[src/rtl/rslp_pkg.sv]
// Shared types and constants of the sub key list cell parser.
package rslp_pkg;

   localparam int CellSizeWidth = 20;

   // Signature characters of the four list kinds.
   localparam logic [7:0] CharR = 8'h72;
   localparam logic [7:0] CharI = 8'h69;
   localparam logic [7:0] CharL = 8'h6c;
   localparam logic [7:0] CharF = 8'h66;
   localparam logic [7:0] CharH = 8'h68;

   typedef enum logic [2:0] {
      ST_ENTRY  = 3'd0,
      ST_EMPTY  = 3'd1,
      ST_BADSIG = 3'd2,
      ST_SHORT  = 3'd3,
      ST_COUNT  = 3'd4
   } status_type;

   typedef enum logic [2:0] {
      PH_IDLE    = 3'b001,
      PH_HEADER  = 3'b010,
      PH_ENTRIES = 3'b100
   } phase_type;

   typedef struct packed {
      logic [7:0]               data_byte;
      logic [CellSizeWidth-1:0] cell_size;
      logic                     first_byte;
      logic                     last_byte;
   } req_payload_type;

   typedef struct packed {
      logic [31:0] subkey_offset;
      logic [31:0] name_hash;
      logic        has_hash;
      logic        leaf_level;
      status_type  status;
      logic        final_entry;
   } rsp_payload_type;

endpackage

[src/rtl/rslp_ifs.sv]
// Request and response channel interfaces of the sub key list cell parser.
interface rslp_req_if;
   import rslp_pkg::*;

   logic                     valid;
   logic                     ready;
   logic [7:0]               data_byte;
   logic [CellSizeWidth-1:0] cell_size;
   logic                     first_byte;
   logic                     last_byte;

   modport source (output valid, data_byte, cell_size, first_byte, last_byte, input ready);
   modport sink   (input valid, data_byte, cell_size, first_byte, last_byte, output ready);
endinterface

interface rslp_rsp_if;
   logic        valid;
   logic        ready;
   logic [31:0] subkey_offset;
   logic [31:0] name_hash;
   logic        has_hash;
   logic        leaf_level;
   logic [2:0]  status;
   logic        final_entry;

   modport source (output valid, subkey_offset, name_hash, has_hash, leaf_level, status,
                   final_entry, input ready);
   modport sink   (input valid, subkey_offset, name_hash, has_hash, leaf_level, status,
                   final_entry, output ready);
endinterface

[src/rtl/registry_subkey_list_parser.sv]
// Top level of the registry sub key list cell parser.
// This block takes a sub key list cell one byte per request, with the cell size on the byte
// marked as first, and returns one response per complete list element (key offset, and hash
// for lf and lh lists) or a single status response for an empty list, a bad signature, a
// short cell or an element count that cannot fit. It sustains one request per clock cycle
// while the skid register is free, and each response is registered before it is presented.
// Parsing state is updated by short logic at each accepted request and the response is held
// in an output register backed by one skid register, so request ready falls only while both
// are full. The old layout register is sampled on every first byte and should be written
// only between cells.
module registry_subkey_list_parser (
   input  logic      clock,
   input  logic      reset,
   rslp_req_if.sink  req_chan,
   rslp_rsp_if.source rsp_chan,
   input  logic      csr_write_en,
   input  logic      csr_write_data
);
   import rslp_pkg::*;

   logic            old_layout_ff;
   logic            accept;
   logic            res_valid;
   logic            has_space;
   req_payload_type req_data;
   rsp_payload_type res_data;
   rsp_payload_type out_data;

   always_ff @(posedge clock) begin
      if (reset) begin
         old_layout_ff <= 1'b0;
      end else if (csr_write_en) begin
         old_layout_ff <= csr_write_data;
      end
   end

   // A request is taken whenever the skid register is free.
   assign req_chan.ready = has_space;
   assign accept         = req_chan.valid && has_space;

   assign req_data.data_byte  = req_chan.data_byte;
   assign req_data.cell_size  = req_chan.cell_size;
   assign req_data.first_byte = req_chan.first_byte;
   assign req_data.last_byte  = req_chan.last_byte;

   rslp_parser u_parser (
      .clock      (clock),
      .reset      (reset),
      .accept     (accept),
      .req        (req_data),
      .old_layout (old_layout_ff),
      .res_valid  (res_valid),
      .res        (res_data)
   );

   rslp_out_buf u_out_buf (
      .clock     (clock),
      .reset     (reset),
      .push      (res_valid),
      .push_data (res_data),
      .out_ready (rsp_chan.ready),
      .out_valid (rsp_chan.valid),
      .out_data  (out_data),
      .has_space (has_space)
   );

   assign rsp_chan.subkey_offset = out_data.subkey_offset;
   assign rsp_chan.name_hash     = out_data.name_hash;
   assign rsp_chan.has_hash      = out_data.has_hash;
   assign rsp_chan.leaf_level    = out_data.leaf_level;
   assign rsp_chan.status        = out_data.status;
   assign rsp_chan.final_entry   = out_data.final_entry;

`ifndef SYNTH
   // The skid register only fills behind an occupied output register.
   a_skid_behind_main: assert property (@(posedge clock) disable iff (reset)
      !req_chan.ready |-> rsp_chan.valid)
      else $error("skid register full while output register empty");

   // A response pushed into a stalled, occupied output register lands in the skid.
   a_skid_fills: assert property (@(posedge clock) disable iff (reset)
      (res_valid && rsp_chan.valid && !rsp_chan.ready) |=> !req_chan.ready)
      else $error("response lost while output stalled");

   // Status responses always close their cell.
   a_status_final: assert property (@(posedge clock) disable iff (reset)
      (res_valid && res_data.status != ST_ENTRY) |-> res_data.final_entry)
      else $error("status response without final flag");

   // Nothing is presented straight after reset.
   a_reset_empty: assert property (@(posedge clock)
      reset |=> !rsp_chan.valid)
      else $error("response valid after reset");
`endif

endmodule

[src/rtl/rslp_parser.sv]
// Per-byte cell parsing state and the logic that forms at most one response per request.
module rslp_parser (
   input  logic                     clock,
   input  logic                     reset,
   input  logic                     accept,
   input  rslp_pkg::req_payload_type req,
   input  logic                     old_layout,
   output logic                     res_valid,
   output rslp_pkg::rsp_payload_type res
);
   import rslp_pkg::*;

   phase_type                phase_ff, phase_in;
   logic [2:0]               pos_ff, pos_in;
   logic [CellSizeWidth-1:0] size_ff, size_in;
   logic                     layout_ff, layout_in;
   logic [7:0]               sig_ff, sig_in;
   logic                     wide_ff, wide_in;
   logic                     leaf_ff, leaf_in;
   logic [15:0]              left_ff, left_in;
   logic [63:0]              shift_ff, shift_in;

   logic                     done;
   logic [2:0]               pre;
   logic [2:0]               pos_cur;
   logic [3:0]               hdr;
   logic [3:0]               next_cnt;
   logic [3:0]               esize;
   logic [CellSizeWidth-1:0] diff;
   logic [CellSizeWidth-1:0] allowed;
   logic                     fin;

   always_comb begin
      phase_in  = phase_ff;
      pos_in    = pos_ff;
      size_in   = size_ff;
      layout_in = layout_ff;
      sig_in    = sig_ff;
      wide_in   = wide_ff;
      leaf_in   = leaf_ff;
      left_in   = left_ff;
      shift_in  = shift_ff;
      done      = 1'b0;
      res_valid = 1'b0;
      res       = '0;
      res.status = ST_ENTRY;
      next_cnt  = '0;
      fin       = 1'b0;

      if (req.first_byte) begin
         phase_in  = PH_HEADER;
         pos_in    = '0;
         size_in   = req.cell_size;
         layout_in = old_layout;
         sig_in    = '0;
         wide_in   = 1'b0;
         leaf_in   = 1'b0;
         left_in   = '0;
         shift_in  = '0;
      end
      pre     = layout_in ? 3'd4 : 3'd0;
      hdr     = {1'b0, pre} + 4'd4;
      esize   = wide_in ? 4'd8 : 4'd4;
      diff    = size_in - {{(CellSizeWidth-4){1'b0}}, hdr};
      allowed = wide_in ? (diff >> 3) : (diff >> 2);
      // Header position seen by this byte: a first byte always starts at zero.
      pos_cur = pos_in;

      // A cell smaller than its own header is rejected on its first byte.
      if (req.first_byte && (req.cell_size < {{(CellSizeWidth-4){1'b0}}, hdr})) begin
         done       = 1'b1;
         res.status = ST_SHORT;
      end

      if (!done && phase_in == PH_HEADER) begin
         pos_in = pos_in + 3'd1;
         if (pos_cur < pre) begin
         end else if (pos_cur == pre) begin
            sig_in = req.data_byte;
         end else if (pos_cur == pre + 3'd1) begin
            if (sig_in == CharR && req.data_byte == CharI) begin
               wide_in = 1'b0;
               leaf_in = 1'b0;
            end else if (sig_in == CharL && req.data_byte == CharI) begin
               wide_in = 1'b0;
               leaf_in = 1'b1;
            end else if (sig_in == CharL &&
                         (req.data_byte == CharF || req.data_byte == CharH)) begin
               wide_in = 1'b1;
               leaf_in = 1'b1;
            end else begin
               done       = 1'b1;
               res.status = ST_BADSIG;
            end
         end else if (pos_cur == pre + 3'd2) begin
            left_in = {8'h00, req.data_byte};
         end else begin
            left_in = {req.data_byte, left_in[7:0]};
            if (left_in == 16'h0000) begin
               done       = 1'b1;
               res.status = ST_EMPTY;
            end else if ({{(CellSizeWidth-16){1'b0}}, left_in} > allowed) begin
               done       = 1'b1;
               res.status = ST_COUNT;
            end else begin
               phase_in = PH_ENTRIES;
               pos_in   = '0;
               shift_in = '0;
            end
         end
         if (!done && req.last_byte) begin
            done       = 1'b1;
            res.status = ST_SHORT;
         end
      end else if (!done && phase_in == PH_ENTRIES) begin
         shift_in[{pos_in, 3'b000} +: 8] = req.data_byte;
         next_cnt = {1'b0, pos_in} + 4'd1;
         pos_in   = next_cnt[2:0];
         fin      = (left_in <= 16'd1);
         if (next_cnt >= esize && (fin || !req.last_byte)) begin
            res_valid         = 1'b1;
            res.subkey_offset = shift_in[31:0];
            res.name_hash     = wide_in ? shift_in[63:32] : 32'h0;
            res.has_hash      = wide_in;
            res.leaf_level    = leaf_in;
            res.status        = ST_ENTRY;
            res.final_entry   = fin;
            left_in           = left_in - 16'd1;
            pos_in            = '0;
            shift_in          = '0;
            if (fin) begin
               phase_in = PH_IDLE;
            end
         end else if (req.last_byte) begin
            done       = 1'b1;
            res.status = ST_SHORT;
         end
      end

      // Any error verdict closes the cell with a single status response.
      if (done) begin
         phase_in          = PH_IDLE;
         res_valid         = 1'b1;
         res.subkey_offset = '0;
         res.name_hash     = '0;
         res.has_hash      = wide_in;
         res.leaf_level    = leaf_in;
         res.final_entry   = 1'b1;
      end
      if (!accept) begin
         res_valid = 1'b0;
      end
   end

   always_ff @(posedge clock) begin
      if (reset) begin
         phase_ff  <= PH_IDLE;
         pos_ff    <= '0;
         size_ff   <= '0;
         layout_ff <= 1'b0;
         sig_ff    <= '0;
         wide_ff   <= 1'b0;
         leaf_ff   <= 1'b0;
         left_ff   <= '0;
         shift_ff  <= '0;
      end else if (accept) begin
         phase_ff  <= phase_in;
         pos_ff    <= pos_in;
         size_ff   <= size_in;
         layout_ff <= layout_in;
         sig_ff    <= sig_in;
         wide_ff   <= wide_in;
         leaf_ff   <= leaf_in;
         left_ff   <= left_in;
         shift_ff  <= shift_in;
      end
   end

endmodule

[src/rtl/rslp_out_buf.sv]
// Response register with a skid register behind it.
module rslp_out_buf (
   input  logic                      clock,
   input  logic                      reset,
   input  logic                      push,
   input  rslp_pkg::rsp_payload_type push_data,
   input  logic                      out_ready,
   output logic                      out_valid,
   output rslp_pkg::rsp_payload_type out_data,
   output logic                      has_space
);
   import rslp_pkg::*;

   logic            main_valid_ff, main_valid_in;
   logic            skid_valid_ff, skid_valid_in;
   rsp_payload_type main_data_ff, main_data_in;
   rsp_payload_type skid_data_ff, skid_data_in;

   always_comb begin
      main_valid_in = main_valid_ff;
      skid_valid_in = skid_valid_ff;
      main_data_in  = main_data_ff;
      skid_data_in  = skid_data_ff;
      if (!main_valid_ff || out_ready) begin
         if (skid_valid_ff) begin
            main_valid_in = 1'b1;
            main_data_in  = skid_data_ff;
            skid_valid_in = 1'b0;
         end else begin
            main_valid_in = push;
            main_data_in  = push_data;
         end
      end else if (push) begin
         skid_valid_in = 1'b1;
         skid_data_in  = push_data;
      end
   end

   always_ff @(posedge clock) begin
      if (reset) begin
         main_valid_ff <= 1'b0;
         skid_valid_ff <= 1'b0;
      end else begin
         main_valid_ff <= main_valid_in;
         skid_valid_ff <= skid_valid_in;
      end
      main_data_ff <= main_data_in;
      skid_data_ff <= skid_data_in;
   end

   assign out_valid = main_valid_ff;
   assign out_data  = main_data_ff;
   assign has_space = !skid_valid_ff;

endmodule
[src/flat_wrapper.sv]
// flat-port wrapper written by rule: the top's interface ports become plain ports
module registry_subkey_list_parser_flat import rslp_pkg::*;
  (clock, reset, csr_write_en, csr_write_data, req_chan_valid, req_chan_data_byte, req_chan_cell_size, req_chan_first_byte, req_chan_last_byte, req_chan_ready, rsp_chan_valid, rsp_chan_subkey_offset, rsp_chan_name_hash, rsp_chan_has_hash, rsp_chan_leaf_level, rsp_chan_status, rsp_chan_final_entry, rsp_chan_ready);
  rslp_req_if req_chan_i ();
  rslp_rsp_if rsp_chan_i ();
  input  logic clock;
  input  logic reset;
  input  logic csr_write_en;
  input  logic csr_write_data;
  input wire logic [$bits(req_chan_i.valid)-1:0] req_chan_valid;
  input wire logic [$bits(req_chan_i.data_byte)-1:0] req_chan_data_byte;
  input wire logic [$bits(req_chan_i.cell_size)-1:0] req_chan_cell_size;
  input wire logic [$bits(req_chan_i.first_byte)-1:0] req_chan_first_byte;
  input wire logic [$bits(req_chan_i.last_byte)-1:0] req_chan_last_byte;
  output wire logic [$bits(req_chan_i.ready)-1:0] req_chan_ready;
  output wire logic [$bits(rsp_chan_i.valid)-1:0] rsp_chan_valid;
  output wire logic [$bits(rsp_chan_i.subkey_offset)-1:0] rsp_chan_subkey_offset;
  output wire logic [$bits(rsp_chan_i.name_hash)-1:0] rsp_chan_name_hash;
  output wire logic [$bits(rsp_chan_i.has_hash)-1:0] rsp_chan_has_hash;
  output wire logic [$bits(rsp_chan_i.leaf_level)-1:0] rsp_chan_leaf_level;
  output wire logic [$bits(rsp_chan_i.status)-1:0] rsp_chan_status;
  output wire logic [$bits(rsp_chan_i.final_entry)-1:0] rsp_chan_final_entry;
  input wire logic [$bits(rsp_chan_i.ready)-1:0] rsp_chan_ready;
  assign req_chan_i.valid = req_chan_valid;
  assign req_chan_i.data_byte = req_chan_data_byte;
  assign req_chan_i.cell_size = req_chan_cell_size;
  assign req_chan_i.first_byte = req_chan_first_byte;
  assign req_chan_i.last_byte = req_chan_last_byte;
  assign req_chan_ready = req_chan_i.ready;
  assign rsp_chan_valid = rsp_chan_i.valid;
  assign rsp_chan_subkey_offset = rsp_chan_i.subkey_offset;
  assign rsp_chan_name_hash = rsp_chan_i.name_hash;
  assign rsp_chan_has_hash = rsp_chan_i.has_hash;
  assign rsp_chan_leaf_level = rsp_chan_i.leaf_level;
  assign rsp_chan_status = rsp_chan_i.status;
  assign rsp_chan_final_entry = rsp_chan_i.final_entry;
  assign rsp_chan_i.ready = rsp_chan_ready;
  registry_subkey_list_parser u_core (.clock(clock), .reset(reset), .req_chan(req_chan_i), .rsp_chan(rsp_chan_i), .csr_write_en(csr_write_en), .csr_write_data(csr_write_data));
endmodule
[config.mk]
export PLATFORM = sky130hd
export DESIGN_NAME = registry_subkey_list_parser_flat
export DESIGN_NICKNAME = d
export VERILOG_FILES = /design/src/rtl/rslp_pkg.sv /design/src/rtl/rslp_ifs.sv /design/src/rtl/registry_subkey_list_parser.sv /design/src/rtl/rslp_parser.sv /design/src/rtl/rslp_out_buf.sv /design/src/flat_wrapper.sv
export SDC_FILE = /design/constraint.sdc
export NUM_CORES = 1
export LEC_CHECK = 0
export ABC_AREA = 1
export ABC_CLOCK_PERIOD_IN_PS = 8500
export BUFFER_PORTS_ARGS = -buffer_cell sky130_fd_sc_hd__clkbuf_2
export CAP_MARGIN = 20
export CORE_MARGIN = 5
export CORE_UTILIZATION = 25
export DETAILED_ROUTE_END_ITERATION = 6
export PLACE_DENSITY_LB_ADDON = 0.05
export SYNTH_ARGS = -nofsm -noshare
export SYNTH_HDL_FRONTEND = slang
export SYNTH_SLANG_ARGS = --single-unit
[constraint.sdc]
create_clock -name clock -period 8.5 [get_ports clock]
set_input_delay 0.85 -clock clock [delete_from_list [all_inputs] [get_ports clock]]
set_output_delay 0.85 -clock clock [all_outputs]
set_load 0.05 [all_outputs]
[Word-level counts from Yosys, hierarchy flattened]
Index checks and enable logic that the tools add are counted.
Cells by class
  $add $sub $neg: 8
  multipliers: 0
  div/mod/pow operators: 0
  $lt $le $gt $ge: 5
  eq/ne operators: 10
  shifts and indexed selects: 2
  multiplexer cells: 111
  bitwise gates (word level): 1
  reduce and logical (&&, ||, !) cells: 20
Operators by type and width (number)
  2-to-1 mux 64 bit: 10
  2-to-1 mux 66 bit: 3
  2-to-1 mux 70 bit: 2
  2-to-1 mux 16 bit: 8
  2-to-1 mux 3 bit: 36
  bitwise mux 64 bit: 1
  variable shift 8 x 8 -> 64 bit (first input constant): 1
  indexed part select 8 x 8 -> 64 bit: 1
  2-to-1 mux 1 bit: 42
  equality test 8 x 7 -> 1 bit (second input constant): 5
  2-to-1 mux 32 bit: 1
  2-to-1 mux 8 bit: 4
  < comparator 20 x 4 -> 1 bit: 1
  2-to-1 mux 20 bit: 1
  subtractor 20 x 4 -> 20 bit: 1
  greater-than comparator 16 x 18 -> 1 bit: 1
  2-to-1 mux 18 bit: 1
  <= comparator 16 x 1 -> 1 bit (second input constant): 1
  zero test 16 bit: 1
  subtractor 16 x 1 -> 16 bit (second input constant): 1
  equality test 3 bit: 3
  logical AND 1 bit: 9
  negator 6 -> 8 bit: 1
  adder 3 x 1 -> 3 bit (second input constant): 2
  other kinds (14): 20
Word-level totals
  register bits after elaboration: 260
  latch bits: 0
  RAM bits: 0
  bits in read-only memories: 0
  input bits: 36
  word-level logic and storage cells: 181
  memories: 0

[Depth between registers and ports, before layout]
Gate-level depths: netlist of the first run.
  word-level depth: 20
  gate-level depth with buffers: 34
  depth with buffers taken out: 32

[By module]
From an unflattened synthesis of the first run, not the netlist that was laid out.
Unflattened totals
  cell total of the unflattened synthesis: 1989
  area total of the unflattened synthesis: 14946.8 sq um
Modules (own cells, without submodules)
  rslp_parser: times used 1, cells an instance 1602, area each 9685.5 sq um, sequential area each 2302.2 sq um
  rslp_out_buf: times used 1, cells an instance 378, area each 5208.7 sq um, sequential area each 4244.1 sq um
  registry_subkey_list_parser: times used 1, cells an instance 9, area each 52.6 sq um, sequential area each 20.0 sq um

[Least setup slack after synthesis of the first run]
Ideal clock, no wire load.
  kind: input to register
  start point: input req_chan_first_byte
  end point: register u_core.u_out_buf.skid_data_ff[0] (netlist name), enable pin
  setup time: 0.498 ns
  data arrival time: 7.377 ns
  required time: 8.002 ns
  path slack: 0.625 ns
  stages: 30
  cell sequence: buf_6 > buf_6 > buf_6 > buf_2 > o21ai_0 > ha_1 > nand2_1 > nand2_1 > nor2_1 > nand2_1 > nor2_4 > inv_1 > nor3_1 > nand3_1 > xor2_1 > o21ai_0 > ha_1 > nand2_1 > inv_1 > nand3_1 > nor2_1 > nand3_1 > nand2_1 > nor2_4 > nand3_4 > nand2_1 > nand3_2 > nand3_1 > nand2_1 > nor2_1
On the way
  elaborated cells on any way between the ends: 61
  those cells by class: 5 x add/sub; 5 x order compare; 7 x eq/ne; 31 x mux; 13 x reduce/logical
RTL lines
  start, declared: line flat_wrapper.sv:13  | input wire logic [$bits(req_chan_i.first_byte)-1:0] req_chan_first_byte;
  2-to-1 mux 20 bit *: line rslp_parser.sv:50  | if (req.first_byte) begin
  net u_core.u_parser.size_in[3]: line rslp_parser.sv:15  | logic [CellSizeWidth-1:0] size_ff, size_in;
  subtractor 20 x 4 -> 20 bit *: line rslp_parser.sv:64  | diff = size_in - {{(CellSizeWidth-4){1'b0}}, hdr};
  2-to-1 mux 18 bit *: line rslp_parser.sv:65  | allowed = wide_in ? (diff >> 3) : (diff >> 2);
  greater-than comparator 16 x 18 -> 1 bit *: line rslp_parser.sv:102  | end else if ({{(CellSizeWidth-16){1'b0}}, left_in} > allowed) begin
  2-to-1 mux 1 bit *: line rslp_parser.sv:102
  2-to-1 mux 1 bit *: line rslp_parser.sv:99  | if (left_in == 16'h0000) begin
  2-to-1 mux 1 bit *: line rslp_parser.sv:95  | end else if (pos_cur == pre + 3'd2) begin
  [3 not listed]
  2-to-1 mux 1 bit *: line rslp_parser.sv:75  | if (!done && phase_in == PH_HEADER) begin
  zero test 1 bit: line rslp_parser.sv:111  | if (!done && req.last_byte) begin
  logical AND 1 bit: line rslp_parser.sv:111
  2-to-1 mux 1 bit *: line rslp_parser.sv:111
  2-to-1 mux 1 bit *: line rslp_parser.sv:75
  2-to-1 mux 1 bit *: line rslp_parser.sv:141  | if (done) begin
  2-to-1 mux 1 bit *: line rslp_parser.sv:150  | if (!accept) begin
  AND reduction 2 bit (no source line) *
  end signal, assigned: line rslp_out_buf.sv:48  | skid_data_ff <= skid_data_in;
  end, declared: line rslp_out_buf.sv:17  | rsp_payload_type skid_data_ff, skid_data_in;
Mark *: on every way through the listed nets, which the timed path passes. The rest lies on a longest branch. The select of a mux whose other input is x is not followed.
A chain may end at the register's enable or synchronous reset.

[Worst setup path after layout of the first run]
  start point: input req_chan_first_byte
  end point: register u_core.u_out_buf.skid_data_ff[54] (netlist name), enable pin
On the way
  cells in the longest elaborated chain, start to end: 20
  elaborated cells on any way between the ends: 61
  those cells by class: 5 x add/sub; 5 x order compare; 7 x eq/ne; 31 x mux; 13 x reduce/logical
RTL lines
  2-to-1 mux 1 bit *: line rslp_parser.sv:50
  net u_core.u_parser.layout_in: line rslp_parser.sv:16  | logic layout_ff, layout_in;
  2-to-1 mux 3 bit *: line rslp_parser.sv:61  | pre = layout_in ? 3'd4 : 3'd0;
  adder 3 x 3 -> 4 bit: line rslp_parser.sv:62  | hdr = {1'b0, pre} + 4'd4;
  subtractor 20 x 4 -> 20 bit / < comparator 20 x 4 -> 1 bit (equally long branches): line rslp_parser.sv:64, rslp_parser.sv:70
  2-to-1 mux 18 bit / logical AND 1 bit (equally long branches): line rslp_parser.sv:65, rslp_parser.sv:70
  greater-than comparator 16 x 18 -> 1 bit / 2-to-1 mux 1 bit (equally long branches): line rslp_parser.sv:102, rslp_parser.sv:70
  2-to-1 mux 1 bit (on tied branches): line rslp_parser.sv:102, rslp_parser.sv:87
  [5 not listed]
  2-to-1 mux 1 bit: line rslp_parser.sv:75
  zero test 1 bit: line rslp_parser.sv:111
  logical AND 1 bit: line rslp_parser.sv:111
  2-to-1 mux 1 bit: line rslp_parser.sv:111
  2-to-1 mux 1 bit: line rslp_parser.sv:75
  2-to-1 mux 1 bit *: line rslp_parser.sv:141
  2-to-1 mux 1 bit *: line rslp_parser.sv:150
  AND reduction 2 bit (no source line) *
Marked as above.

==> results of run 1 <==
## per-layer routing
metal | global-route usage | share of wire
met1 | 0.206 | 0.46
met2 | 0.266 | 0.48
met3 | 0.0248 | 0.038
met4 | 0.0361 | 0.020
met5 | 0 | 0
## where the power goes
| part | leakage [nW] | switching [mW] | total (mW) | internal [mW] |
|---|---|---|---|---|
| sequential | 2.60 | 0.0244 | 1.39 | 1.36 |
| clock | 0.539 | 0.600 | 1.43 | 0.828 |
| combinational | 4.14 | 0.408 | 0.546 | 0.139 |
## cell type report
type	instances	area share
clock inverters	22	0.00783
inverters	197	0.0433
well taps	782	0.0567
clock buffers	44	0.0551
multi-input cells	1413	0.416
flip-flops and latches	258	0.380
repair buffers	126	0.0403
## sequential cells by signal, summed over array words and instances (netlist names)
| register | flops |
|---|---|
| u_core.u_out_buf.out_data | 70 |
| u_core.u_out_buf.skid_data_ff | 70 |
| u_core.u_parser.shift_ff | 64 |
| u_core.u_parser.size_ff | 18 |
| u_core.u_parser.left_ff | 16 |
| u_core.u_parser.sig_ff | 8 |
| u_core.u_parser.phase_ff | 3 |
| u_core.u_parser.pos_ff | 3 |
| u_core.old_layout_ff | 1 |
| u_core.u_out_buf.out_valid | 1 |
| u_core.u_out_buf.skid_valid_ff | 1 |
| u_core.u_parser.layout_ff | 1 |
| u_core.u_parser.leaf_ff | 1 |
| u_core.u_parser.wide_ff | 1 |
## cell usage in the layout, fill, tap and decap left out, types with 30 or more instances in the layout
cell type  instances
ha_1              30
o22ai_1           68
a21oi_1          182
nand4_1           41
inv_1            186
nor2_2            59
clkbuf_16         37
edfxtp_1         140
clkbuf_2         105
nand2_1          498
o21ai_0          177
dfxtp_1          117
nand3_1           71
nor2_1           127
## worst max-delay path: cells and delay by family
family          cells  cell delay, ns
fa+ha+maj           3            0.86
xor+xnor            1            0.12
buf+inv             6            1.16
simple gates       21            3.00
compound gates      1            0.08
## cell families (layout without fill, tap and decap cells)
kind of cell               Yosys count  in the layout  share of synthesized area
and+or+nand+nor                    855            855                      0.252
DFF                                258            258                      0.433
buffers and inverters              328            389                     0.0949
muxes                                2              2                    0.00132
adders and majority gates           31             31                     0.0260
AOI/OAI and AO/OA                  503            503                      0.180
xor gates and xnor gates            22             22                     0.0127
## metrics by stage
| stage | total power [mW] | setup WS (ns) |
|---|---|---|
| 2_1_floorplan | 1.81 | 0.625 |
| 3_3_place_gp | 1.96 | 1.88 |
| 3_5_place_dp | 1.97 | 1.85 |
| 4_1_cts | 3.43 | 2.44 |
| 5_1_grt | 3.54 | 1.92 |
| 6_report | 3.36 | 2.55 |
## worst max path at each step
stage / end / cells after the start / start / slack, ns
after floorplan: u_core.u_out_buf.skid_data_ff[0] / 30 / req_chan_first_byte / 0.62
after global placement: u_core.u_out_buf.skid_data_ff[54] / 32 / req_chan_first_byte / 1.88
after detailed placement: u_core.u_out_buf.skid_data_ff[54] / 32 / req_chan_first_byte / 1.85
after CTS: u_core.u_out_buf.skid_data_ff[54] / 32 / req_chan_first_byte / 2.44
after global routing: u_core.u_out_buf.skid_data_ff[56] / 32 / req_chan_first_byte / 1.92
final: u_core.u_out_buf.skid_data_ff[54] / 32 / req_chan_first_byte / 2.55
==> qor.csv, run 1 <==
stage;metric;value;unit
sta;minimum clock period;5.95;ns
yosys;Primary FF master, synth;edfxtp_1;
critical_path;Critical Path Max Stage Delay;0.71;ns
cts;postcts setup bufs;0;
routing;vias per cell;4.78;
sta;fmax;0.168;GHz
yosys;synth cell count leaders;nand2_1, inv_1, a21oi_1;
cts;CTS resizes;0;
floorplanning;row count;90;
global_routing;GR Overflow Total;0;
floorplanning;core box area;60200;um^2
sta;setup TNS;0;ns
sta;Clock Skews;0.0262;ns
global_routing;largest net degree at the start of global routing;92;
routing;DRT iter0 DRCs;873;
cells_and_area;fillers;6523;
routing;routed wire length;52600;um
placed_design;IO Port Bufs;105;
yosys;Post-synth EDFFs;140;
yosys;Yosys top cell area share;0.277;
hold_path;worst hold stages;2;
power;Cell Pwr Density;195;nW/um^2
yosys;largest area contributor in the netlist;edfxtp_1;
placed_design;Final GP Congestion;0.786;
cts;clk buf depth;3;
placed_design;post-DP HPWL;32700;um
cts;H-tree Lvls;2;
critical_path;flop2flop setup slack;3.08;ns
critical_path;cell depth of the worst flop-to-flop path;30;
floorplanning;Die Span Y;256;um
yosys;register area share after synthesis;0.433;
floorplanning;Die Width;256;um
cts;TritonCTS Buffers;36;
critical_path;crit end category;register;
floorplanning;Ports;108;
sta;Slew headroom;0.285;
sta;RSZ-0062 raised after global routing;false;
yosys;post-synthesis cell count;1999;
cts;clock sinks;258;
global_routing;global-route wire length before repair;81200;um
critical_path;reg2reg end;u_core.u_out_buf.skid_data_ff[54];
yosys;synth top area cells;edfxtp_1, dfxtp_1, nand2_1;
yosys;#FFs+latches synth;258;
sta;Slew Viols, Final;0;
cells_and_area;Syn-to-layout area delta;13.7;%
critical_path;crit path max-delay cell type;nor2_4;
yosys;synthesized cell area;15200;um^2
power;P_leak;7.28;nW
critical_path;Critical R2R Launch;u_core.old_layout_ff;
global_routing;initial antenna violation count;1;
yosys;fraction of registers with async set/reset;0;
outcome;status;completed;
sta;fin crit share;0.700;
yosys;count leader, synth;nand2_1;
cells_and_area;footprint of the multi-input gates;7190;um^2
routing;wire per inst;18.5;um
routing;post-route ant nets;0;
cts;CTS tree;done;
critical_path;crit path DAT;6.17;ns
floorplanning;initial core utilization;0.252;
yosys;Syn. warnings;0;
flow_run;MaxCap Viol Count;0;
cells_and_area;Final Util;0.287;
power;maximum vdd ir drop;0.135;mV
floorplanning;full die area;65800;um^2
yosys;Synth Area per Inst;7.59;um^2
cells_and_area;Final Non-Filler Cells;2842;
cts;Worst-path clk slew;0.05;ns
hold_path;Worst Hold Launch;u_core.u_parser.size_ff[3];
critical_path;crit-path most repeated cell;nand2_1;
critical_path;Required @ worst endpoint;8.72;ns
cells_and_area;Non-Filler Cell Area, Final;17300;um^2
cells_and_area;FF+latch area;6570;um^2
hold_path;Endpoint, Worst Hold;u_core.u_parser.size_ff[3];
routing;DRT Pass-1 Iters;5;
yosys;Yosys cell types;52;
yosys;Syn Nets;2066;
global_routing;GRT Total Usage;0.155;
critical_path;critical path type;in2reg;
sta;Fin. Hold Viols;0;
routing;via count;13600;
placed_design;Area after DPL;16200;um^2
routing;DRC viols;0;
sta;endpoints failing setup;0;
hold_path;hold crit path type;reg2reg;
critical_path;CP max FO;35;
placed_design;Cells after DPL;2776;
cells_and_area;n_diodes;0;
cts;CTS root buffer;clkbuf_16;
sta;measured slew at the worst slew-check pin;1.07;ns
critical_path;startpoint types;input port;
global_routing;vias in the first global route;13300;
cells_and_area;# nets final;2099;
cells_and_area;layout cells sized above 1;0.148;
sta;hold slack;0.461;ns
cts;Hold Buf Count CTS;0;
cts;Worst-Skew Late Latency;0.55;ns
No activity file was read; power rests on OpenSTA's default activity.
==> inputs of run 2 (changes only) <==
--- a/config.mk
+++ b/config.mk
@@ -6,7 +6,7 @@
 export NUM_CORES = 1
 export LEC_CHECK = 0
 export ABC_AREA = 1
-export ABC_CLOCK_PERIOD_IN_PS = 8500
+export ABC_CLOCK_PERIOD_IN_PS = 5630
 export BUFFER_PORTS_ARGS = -buffer_cell sky130_fd_sc_hd__clkbuf_2
 export CAP_MARGIN = 20
 export CORE_MARGIN = 5
==> constraint.sdc (replaced) <==
create_clock -name clock -period 5.63 [get_ports clock]
set_input_delay 0.563 -clock clock [delete_from_list [all_inputs] [get_ports clock]]
set_output_delay 0.563 -clock clock [all_outputs]
set_load 0.05 [all_outputs]
==> qor.csv, run 2 (synthesis results as in run 1) <==
stage;metric;value;unit
outcome;status;completed;
placed_design;Final GP Congestion;0.780;
critical_path;crit end category;register;
hold_path;hold crit path type;in2reg;
cts;CTS resizes;0;
critical_path;CP max FO;34;
floorplanning;Die Span Y;256;um
global_routing;GRT Total Usage;0.158;
critical_path;Critical R2R Launch;u_core.old_layout_ff;
hold_path;Worst Hold Launch;csr_write_en;
cells_and_area;layout cells sized above 1;0.163;
routing;top sig layer;met4;
routing;wire per inst;18.6;um
cells_and_area;commonest non-fill, non-tap cell in the layout;nand2_1;
cts;clk buf depth;3;
cells_and_area;commonest cells after routing, fill and taps aside;nand2_1, inv_1, a21oi_1, o21ai_0, edfxtp_1;
critical_path;crit path DAT;4.89;ns
cells_and_area;Syn-to-layout area delta;15.6;%
cells_and_area;# nets final;2118;
floorplanning;Ports;108;
placed_design;IO Port Bufs;105;
sta;Slew headroom;0.218;
sta;endpoints failing setup;0;
critical_path;crit path max-delay cell type;ha_1;
sta;Clock Skews;0.0247;ns
cts;CTS tree;done;
global_routing;initial antenna violation count;0;
cts;postcts setup bufs;0;
sta;minimum clock period;4.67;ns
sta;Fin. Hold Viols;0;
routing;DRT Pass-1 Iters;7;
cts;Worst-Skew Late Latency;0.55;ns
critical_path;Critical Path Max Stage Delay;0.31;ns
routing;DRT iter0 DRCs;695;
sta;fin crit share;0.829;
sta;RSZ-0062 raised after global routing;false;
sta;measured slew at the worst slew-check pin;1.17;ns
cts;Worst-path clk slew;0.05;ns
routing;metal2 WL;25900;um
floorplanning;core box area;60200;um^2
power;Cell Pwr Density;299;nW/um^2
floorplanning;Die Width;256;um
cts;H-tree Lvls;2;
critical_path;Critical Path Start;req_chan_first_byte;
sta;Slew Viols, Final;0;
cells_and_area;n_diodes;0;
global_routing;GR Overflow Total;0;
power;maximum vdd ir drop;0.157;mV
floorplanning;row count;90;
critical_path;critical path type;in2reg;
routing;routed wire length;53100;um
floorplanning;initial core utilization;0.252;
global_routing;global-route wire length before repair;82600;um
sta;fmax;0.214;GHz
routing;wire length on met1;24600;um
power;Overall Power;5.24;mW
global_routing;largest net degree at the start of global routing;85;
critical_path;startpoint types;input port;
critical_path;crit-path most repeated cell;nand2_1;
cts;TritonCTS Buffers;36;
routing;vias per cell;4.75;
global_routing;vias in the first global route;13500;
placed_design;post-DP HPWL;33600;um
cts;CTS root buffer;clkbuf_16;
cts;Hold Buf Count CTS;0;
critical_path;Required @ worst endpoint;5.85;ns
cells_and_area;Final Non-Filler Cells;2859;
cts;clock sinks;258;
flow_run;MaxCap Viol Count;0;
power;P_leak;7.40;nW
floorplanning;full die area;65800;um^2
routing;DRC viols;0;
routing;met3 routed WL;1840;um
routing;via count;13600;
placed_design;Cells after DPL;2795;
routing;post-route ant nets;0;
## run 2: cell types whose count changed in the layout (fill, tap and decap cells not counted), sizes merged
cell	before	now
bufinv	1	4
clkinv	20	12
buf	21	40
clkinvlp	1	2
clkbuf	149	151
## run 2: cell type report
cell class | count | area (um^2)
fillers | 6515 | 42700
multi-input cells | 1413 | 7230
flip-flops and latches | 258 | 6570
well taps | 782 | 978
clock buffers | 46 | 948
repair buffers | 145 | 863
inverters | 197 | 747
clock inverters | 18 | 210
## run 2: routing by layer
metal  GRT usage  up-vias
met5           0        -
li1            -     6834
met2       0.277      199
met1       0.208     6488
met4      0.0288        0
met3      0.0245       45
## run 2: through the flow
step | setup slack (ns) | hold WS, ns | TNS [ns] | instance area [um^2] | util
after floorplan | -1.62 | 0.438 | -113.25 | 15200 | -
after global placement | 0.335 | 0.449 | 0 | 16400 | 0.272
after detailed placement | 0.313 | 0.455 | 0 | 16400 | 0.272
after CTS | 0.880 | 0.189 | 0 | 17500 | 0.291
after global routing | 0.439 | 0.219 | 0 | 17500 | 0.291
final | 0.964 | 0.226 | 0 | 17500 | 0.291
## run 2: power breakdown
part           leakage (nW)  switching [mW]  internal, mW  total [mW]
Combinational          4.24           0.620         0.220       0.840
Clock                 0.562           0.926          1.38        2.31
Sequential             2.60          0.0369          2.05        2.09
Total                  7.40            1.58          3.65        5.24
## run 2: worst max-delay path, delay by kind of cell
| family | cells | cell delay [ns] |
|---|---|---|
| and+or+nand+nor | 21 | 2.30 |
| adders and majority gates | 2 | 0.61 |
| xor gates and xnor gates | 1 | 0.19 |
| buffers and inverters | 7 | 1.01 |
| AOI/OAI and AO/OA | 1 | 0.10 |
## run 2: final timing paths
check / endpoint / slack (ns) / depth (start not counted)
hold reg to reg: u_core.u_parser.sig_ff[7] / 0.46 / 2
setup reg to reg: u_core.u_out_buf.skid_data_ff[57] / 1.01 / 30
hold / removal: u_core.old_layout_ff / 0.23 / 2
setup / recovery: u_core.u_out_buf.skid_data_ff[57] / 0.96 / 32
